File: src/rtl/lgtmd_pkg.sv
// Package for the LED grid time marker decoder.
// Holds the grid geometry, status codes, the result type and the grid helper functions.
// Has no dependencies.
package lgtmd_pkg;

	localparam int GRID_SIZE = 8;
	localparam int GRID_LAST = GRID_SIZE - 1;
	localparam int GRID_BITS = GRID_SIZE * GRID_SIZE;
	localparam int THR_W = 5;
	localparam int CNT_W = 6;
	localparam logic [THR_W-1:0] THR_RESET = 5'd25;
	localparam int IN_DATA_W = 64;
	localparam int OUT_DATA_W = 32;
	localparam logic [2:0] CORNER_LIT_COUNT = 3'd3;
	localparam logic [3:0] TENS_MAX = 4'd6;

	typedef enum logic [1:0] {
		STATUS_OK = 2'd0,
		STATUS_MARKER = 2'd1,
		STATUS_DIGITS = 2'd2
	} status_t;

	typedef enum logic [1:0] {
		ROT_NONE = 2'd0,
		ROT_90 = 2'd1,
		ROT_180 = 2'd2,
		ROT_270 = 2'd3
	} rot_t;

	typedef struct packed {
		logic [1:0] rotation;
		logic second_flash;
		logic [3:0] digit_valid;
		logic [7:0] seconds;
		logic [7:0] minutes;
		status_t status;
	} result_t;

	function automatic logic [5:0] cell_idx(input int r, input int c);
		int idx;
		idx = r * GRID_SIZE + c;
		return idx[5:0];
	endfunction

	// Rotates the whole grid so that cell (j,i) of the result is read from the source map.
	function automatic logic [GRID_BITS-1:0] rotate_grid(input logic [GRID_BITS-1:0] g,
			input rot_t rot);
		logic [GRID_BITS-1:0] res;
		res = '0;
		for (int j = 0; j < GRID_SIZE; j++) begin
			for (int i = 0; i < GRID_SIZE; i++) begin
				unique case (rot)
					ROT_90: res[cell_idx(j, i)] = g[cell_idx(GRID_LAST - i, j)];
					ROT_180: res[cell_idx(j, i)] = g[cell_idx(GRID_LAST - j, GRID_LAST - i)];
					ROT_270: res[cell_idx(j, i)] = g[cell_idx(i, GRID_LAST - j)];
					default: res[cell_idx(j, i)] = g[cell_idx(j, i)];
				endcase
			end
		end
		return res;
	endfunction

	// Counts the lit border cells; the four grid corners are counted twice.
	function automatic logic [CNT_W-1:0] border_count(input logic [GRID_BITS-1:0] g);
		logic [CNT_W-1:0] cnt;
		cnt = '0;
		for (int k = 0; k < GRID_SIZE; k++) begin
			cnt = cnt + CNT_W'(g[cell_idx(0, k)]) + CNT_W'(g[cell_idx(GRID_LAST, k)])
				+ CNT_W'(g[cell_idx(k, 0)]) + CNT_W'(g[cell_idx(k, GRID_LAST)]);
		end
		return cnt;
	endfunction

	function automatic logic [3:0] digit_at(input logic [GRID_BITS-1:0] g, input int r);
		return {g[cell_idx(r, 2)], g[cell_idx(r, 3)], g[cell_idx(r, 4)], g[cell_idx(r, 5)]};
	endfunction

	// An even digit needs the right parity cell lit and the left one dark; odd is the reverse.
	function automatic logic parity_ok(input logic [GRID_BITS-1:0] g, input int r,
			input logic [3:0] d);
		logic right_c;
		logic left_c;
		right_c = g[cell_idx(r, GRID_SIZE - 2)];
		left_c = g[cell_idx(r, 1)];
		return d[0] ? (!right_c && left_c) : (right_c && !left_c);
	endfunction

	function automatic logic [7:0] times_ten(input logic [3:0] d);
		return {1'b0, d, 3'b000} + {3'b000, d, 1'b0};
	endfunction

endpackage

File: src/rtl/led_grid_time_marker_decoder_unit.sv
// Top level of the LED grid time marker decoder.
// Depends on lgtmd_pkg for geometry, status codes and grid helper functions.
//
// Usage: one 8x8 grid word enters on the s_axis channel, with cell (r,c) at bit r*8+c.
// One result word leaves on the m_axis channel for every grid word taken.
// The border threshold is written through the cfg channel, which is always ready;
// it must only be written while no word is in flight.
// The grid word is captured in an input register on acceptance, and the whole decode (border
// count, corner check, rotation, digit and parity checks) sits between that register and the
// result register, which drives m_axis_tvalid.
// Throughput is one word per cycle while the receiver does not stall. While it stalls, the
// result register holds its word, the input register still takes one more word, and
// s_axis_tready then drops until the result is taken.
// Reset empties both registers and sets the border threshold to 25.
module led_grid_time_marker_decoder_unit
	import lgtmd_pkg::*;
(
	input logic clk,
	input logic arst_n,
	input logic s_axis_tvalid,
	output logic s_axis_tready,
	input logic [IN_DATA_W-1:0] s_axis_tdata, // grid_bits[63:0]
	output logic m_axis_tvalid,
	input logic m_axis_tready,
	// status[1:0], minutes[9:2], seconds[17:10], digit_valid[21:18],
	// second_flash[22], rotation[24:23], zero fill above
	output logic [OUT_DATA_W-1:0] m_axis_tdata,
	input logic cfg_valid,
	output logic cfg_ready,
	input logic [THR_W-1:0] cfg_data // border_threshold[4:0]
);

	logic [THR_W-1:0] thr_q;
	logic valid_s1;
	logic [GRID_BITS-1:0] grid_s1;
	logic valid_s2;
	result_t res_s2;
	logic adv_s2;
	logic adv_s1;
	result_t res_d;

	logic [CNT_W-1:0] bcnt;
	logic c0, c1, c2, c3;
	logic [2:0] csum;
	logic marker_bad;
	rot_t rot;
	logic [GRID_BITS-1:0] rg;
	logic [3:0] d [4];
	logic [3:0] v;
	logic [2:0] fsum;

	assign cfg_ready = 1'b1;
	assign adv_s2 = !valid_s2 || m_axis_tready;
	assign adv_s1 = !valid_s1 || adv_s2;
	assign s_axis_tready = adv_s1;

	always_comb begin
		bcnt = border_count(grid_s1);
		c0 = grid_s1[cell_idx(1, 1)];
		c1 = grid_s1[cell_idx(1, GRID_SIZE - 2)];
		c2 = grid_s1[cell_idx(GRID_SIZE - 2, 1)];
		c3 = grid_s1[cell_idx(GRID_SIZE - 2, GRID_SIZE - 2)];
		csum = 3'(c0) + 3'(c1) + 3'(c2) + 3'(c3);
		// Adjusted count below threshold is the raw count below threshold plus four.
		marker_bad = (bcnt < ({1'b0, thr_q} + CNT_W'(4))) || (csum != CORNER_LIT_COUNT);
		priority if (!c0) begin
			rot = ROT_180;
		end else if (!c1) begin
			rot = ROT_90;
		end else if (!c2) begin
			rot = ROT_270;
		end else begin
			rot = ROT_NONE;
		end
		rg = rotate_grid(grid_s1, rot);
		for (int k = 0; k < 4; k++) begin
			d[k] = digit_at(rg, k + 2);
			v[3 - k] = parity_ok(rg, k + 2, d[k]);
		end
		if (d[0] > TENS_MAX) begin
			v[3] = 1'b0;
		end
		if (d[2] > TENS_MAX) begin
			v[1] = 1'b0;
		end
		fsum = 3'(rg[cell_idx(1, 2)]) + 3'(rg[cell_idx(1, 3)])
			+ 3'(rg[cell_idx(GRID_SIZE - 2, 4)]) + 3'(rg[cell_idx(GRID_SIZE - 2, 5)]);
		if (marker_bad) begin
			res_d = '0;
			res_d.status = STATUS_MARKER;
		end else begin
			res_d.status = (v == 4'hF) ? STATUS_OK : STATUS_DIGITS;
			res_d.minutes = times_ten(d[0]) + {4'b0000, d[1]};
			res_d.seconds = times_ten(d[2]) + {4'b0000, d[3]};
			res_d.digit_valid = v;
			res_d.second_flash = (fsum >= 3'd2);
			res_d.rotation = rot;
		end
	end

	always_ff @(posedge clk or negedge arst_n) begin
		if (!arst_n) begin
			thr_q <= THR_RESET;
			valid_s1 <= 1'b0;
			valid_s2 <= 1'b0;
		end else begin
			if (cfg_valid && cfg_ready) begin
				thr_q <= cfg_data;
			end
			if (adv_s1) begin
				valid_s1 <= s_axis_tvalid;
			end
			if (adv_s2) begin
				valid_s2 <= valid_s1;
			end
		end
	end

	always_ff @(posedge clk) begin
		if (adv_s1 && s_axis_tvalid) begin
			grid_s1 <= s_axis_tdata;
		end
		if (adv_s2 && valid_s1) begin
			res_s2 <= res_d;
		end
	end

	assign m_axis_tvalid = valid_s2;
	assign m_axis_tdata = {(OUT_DATA_W - $bits(result_t))'(0), res_s2};

	a_marker_fields_zero: assert property (@(posedge clk) disable iff (!arst_n)
		(m_axis_tvalid && res_s2.status == STATUS_MARKER) |->
		(res_s2.minutes == '0 && res_s2.seconds == '0 && res_s2.digit_valid == '0
		&& !res_s2.second_flash && res_s2.rotation == '0))
		else $error("marker invalid result carries nonzero fields");

	a_ok_all_digits: assert property (@(posedge clk) disable iff (!arst_n)
		(m_axis_tvalid && res_s2.status == STATUS_OK) |-> (res_s2.digit_valid == 4'hF))
		else $error("valid status with an invalid digit");

	a_full_blocks_input: assert property (@(posedge clk) disable iff (!arst_n)
		(valid_s1 && m_axis_tvalid && !m_axis_tready) |-> !s_axis_tready)
		else $error("input taken while both registers are full and stalled");

	a_stall_keeps_s1: assert property (@(posedge clk) disable iff (!arst_n)
		(valid_s1 && m_axis_tvalid && !m_axis_tready) |=> valid_s1)
		else $error("buffered word lost during a stall");

endmodule

File: config.mk
export PLATFORM = sky130hd
export DESIGN_NAME = led_grid_time_marker_decoder_unit
export DESIGN_NICKNAME = d
export VERILOG_FILES = /design/src/rtl/lgtmd_pkg.sv /design/src/rtl/led_grid_time_marker_decoder_unit.sv
export SDC_FILE = /design/constraint.sdc
export NUM_CORES = 1
export LEC_CHECK = 0
export BUFFER_PORTS_ARGS = -buffer_cell sky130_fd_sc_hd__buf_2
export CAP_MARGIN = 20
export CORE_MARGIN = 4
export CORE_UTILIZATION = 55
export DETAILED_ROUTE_END_ITERATION = 16
export GPL_TIMING_DRIVEN = 0
export PLACE_DENSITY_LB_ADDON = 0.12
export RECOVER_POWER = 50
export SLEW_MARGIN = 20
export SYNTH_ARGS = -nofsm -noshare
export SYNTH_HDL_FRONTEND = slang
export SYNTH_SLANG_ARGS = --single-unit
File: constraint.sdc
create_clock -name clk -period 5.68 [get_ports clk]
set_clock_uncertainty 0.05 [all_clocks]
set_input_delay 1.136 -clock clk [delete_from_list [all_inputs] [get_ports clk]]
set_output_delay 1.136 -clock clk [all_outputs]
set_load 0.02 [all_outputs]
==> metrics.txt <==
Die Height 107.0 um; final hold vios 0; r2r setup slk 0.25 ns; total track usage 20.12%; final net count 703; placed cells 690; Avg WL per Cell 15.51 um; Synth Register Bits 96; Hold Path End m_axis_tvalid; Remaining DRCs 0; Vias 3806; failing checks capacitance limit, slew limit; Distinct cells, synth 43; # fillers 745; RSZ-0062 raised after global routing true; TNS Setup 0 ns; critical path peak fanout 7; CP bufs+invs 5; Initial Util 57.49%; CTS H-tree depth 3; Synth Cell Area 0.005388 sq mm; Slowest cell on crit path fa_1; Crit path top cell by count fa_1; die area 0.01144 sq mm; CTS Buf Count 9; layout cell share with drive strength beyond 1 27.12%; std cell rows 35; Critical Path, Cell by Cell fa_1 > inv_1 > fa_1 > fa_1 > fa_1 > fa_1 > inv_1 > ha_1 > inv_1 > fa_1 > inv_1 > a21o_1 > a21oi_1 > xnor2_1 > ha_1 > o21ai_1 > a2111o_1 > buf_6 > a31oi_2; core area 0.009371 sq mm; Post-Syn Instances 454; later-pin clock latency in the skew report 0.37 ns; final wirelength 10.98 mm; FFs w/ async S/R, synth 7.292%; power per cell area 395.5 mW/mm^2; Rel. slew slack -119.8%; hpwl dp 8.115 mm; die width 107.0 um; diode count 0; Critical Path Max Stage Delay 0.54 ns; vias in the first global route 3593; Finish-stage setup viols 0; Worst Setup Path Type reg2reg; CP arrival 5.58 ns; worst path required time 5.83 ns; Pre-Repair DR Iteration Count 5; FF-to-FF Start grid_s1[31]; Worst-Margin Slew 3.296 ns; hold depth 1; Hold Path Origin valid_s1; Max rail drop VDD 0.2548 mV; port buffer count 100; sequential share of the synthesized area 52.93%; initial antenna violation count 0; RR Endpoint m_axis_tdata[1]; leak pwr 0.002728 uW; Yosys warnings 0; area grow syn2layout 17.32%; first-pass GRT wire length 17.77 mm; Final Cycle Share 95.60%; Final min period 5.430 ns; CTS sink cnt 96; vias per inst 5.376; RePlAce Congestion 0.8853; utilization after layout 67.45%; IO Count 109; Post-Syn Area per Cell 11.87 sq um; antenna-violating nets left 0; non-filler instance count after layout 708; root buffer cell clkbuf_8; CTS tree done; Setup crit end kind register; Synth Flop Type edfxtp_1; crit-path leading delay family adder cells; CTS max path bufs 2; startpoint types register; fmax 0.1842 GHz; clk slew on worst S/H paths 0.10 ns; Slew Limit Fails 64; Hold Path Class reg2reg; worst reg2reg path depth 19; GRT Residual Overflow 0; largest net degree at the start of global routing 64; Post-synth EDFFs 89; Starting DRT DRC Count 285; outcome finished with violations; MaxCap Viol Count 1
-- how the worst max path moves through the flow --
stage	startpoint	depth (start not counted)	to	slack, ns
after global placement	grid_s1[0]	19	m_axis_tdata[1]	0.15
final	grid_s1[31]	19	m_axis_tdata[1]	0.25
after CTS	grid_s1[0]	19	m_axis_tdata[1]	0.07
after floorplan	grid_s1[0]	18	m_axis_tdata[0]	0.44
after global routing	grid_s1[31]	19	m_axis_tdata[9]	0.006
after detailed placement	grid_s1[0]	19	m_axis_tdata[1]	0.09
-- power by group --
| group | leakage, uW | switching (uW) | internal (uW) |
|---|---|---|---|
| Sequential | 0.000941 | 32.0 | 879 |
| Combinational | 0.00168 | 601 | 517 |
| Clock | 0.000110 | 256 | 214 |
-- repair_timing --
action,4_1_cts,5_1_grt
endpoints found under the hold margin,0,0
hold buffers,0,0
endpoints found under the setup margin,0,24
setup buffers,0,1
resized for setup,0,7
-- placed cells by master, fill, tap and decap left out, types with 4 or more instances in the layout --
cell,synthesis,layout
a21o_1,8,8
a21oi_1,30,29
a21oi_2,4,5
buf_2,6,104
buf_4,13,12
buf_6,2,5
clkbuf_1,5,8
clkbuf_8,0,9
conb_1,2,8
dfrtp_1,4,4
edfxtp_1,89,89
fa_1,26,26
ha_1,29,29
inv_1,50,50
mux2_2,4,4
nand2_1,26,26
nand2b_1,7,7
nor2_1,39,39
nor2b_1,9,9
nor3_1,5,5
o21ai_0,26,26
o221ai_1,4,4
o22ai_1,28,28
xnor2_1,6,6
-- stage by stage --
| step | hold WS, ns | instance area [sq um] | total power (uW) | setup slack (ns) |
|---|---|---|---|---|
| after floorplan | 0.3990 | 5410 | 1758 | 0.4442 |
| after global placement | 0.4100 | 6072 | 1969 | 0.1466 |
| after detailed placement | 0.4291 | 6102 | 2009 | 0.09257 |
| after CTS | 0.4534 | 6312 | 2484 | 0.06549 |
| after global routing | 0.4799 | 6321 | 2749 | 0.005953 |
| final | 0.4431 | 6321 | 2500 | 0.2500 |
-- area by class of cell --
class	count	area (sq um)	share of cell area, %
buffer	27	176.4	2.791
sequential	96	2851	45.11
timing repair buffer	103	524.3	8.294
multi-input combinational	287	2210	34.96
inverter	50	187.7	2.969
tap	129	161.4	2.553
clock inverter	7	86.33	1.366
clock buffer	9	123.9	1.960
-- synth_stat cells (4+ instances only) --
cell,instances,area (sq um)
o221ai_1,4,35.03
a21oi_2,4,35.03
buf_4,13,97.59
buf_2,6,30.03
o21ai_0,26,130.1
fa_1,26,520.5
nand2_1,26,97.59
inv_1,50,187.7
clkbuf_1,5,18.77
mux2_2,4,45.04
a21oi_1,30,150.1
nor3_1,5,25.02
ha_1,29,362.9
nand2b_1,7,43.79
xnor2_1,6,52.55
nor2b_1,9,56.30
a21o_1,8,60.06
dfrtp_1,4,100.1
edfxtp_1,89,2673
nor2_1,39,146.4
o22ai_1,28,175.2
-- routing by layer --
metal	up-vias	wire length (um)	track usage, %	part of all wire [%]
li1	1825	-	-	-
met1	1787	4996	28.13	45
met2	170	4932	31.21	45
met3	24	824	4.636	7.5
met4	0	227	6.941	2.1
met5	-	0	0	0
-- sequential cells by signal, summed over array words and instances, names as in the netlist --
signal         cells
m_axis_tvalid      1
thr_q              5
valid_s1           1
m_axis_tdata      25
grid_s1           64
-- cells by family (layout without fill, tap and decap cells) --
kind of cell             after synthesis  count (layout)  synth area share [%]
AO/OA/AOI/OAI                        109             109                 12.10
AND/OR/NAND/NOR                      100             100                 9.057
flip-flops                            96              96                 52.93
buffers and inverters                 77             196                 6.688
adder cells (fa/ha/maj)               55              55                 16.40
XOR/XNOR                               8               8                 1.301
multiplexers                           7               7                 1.393
other                                  2               8                0.1394
(Power assumes the default switching activity.)
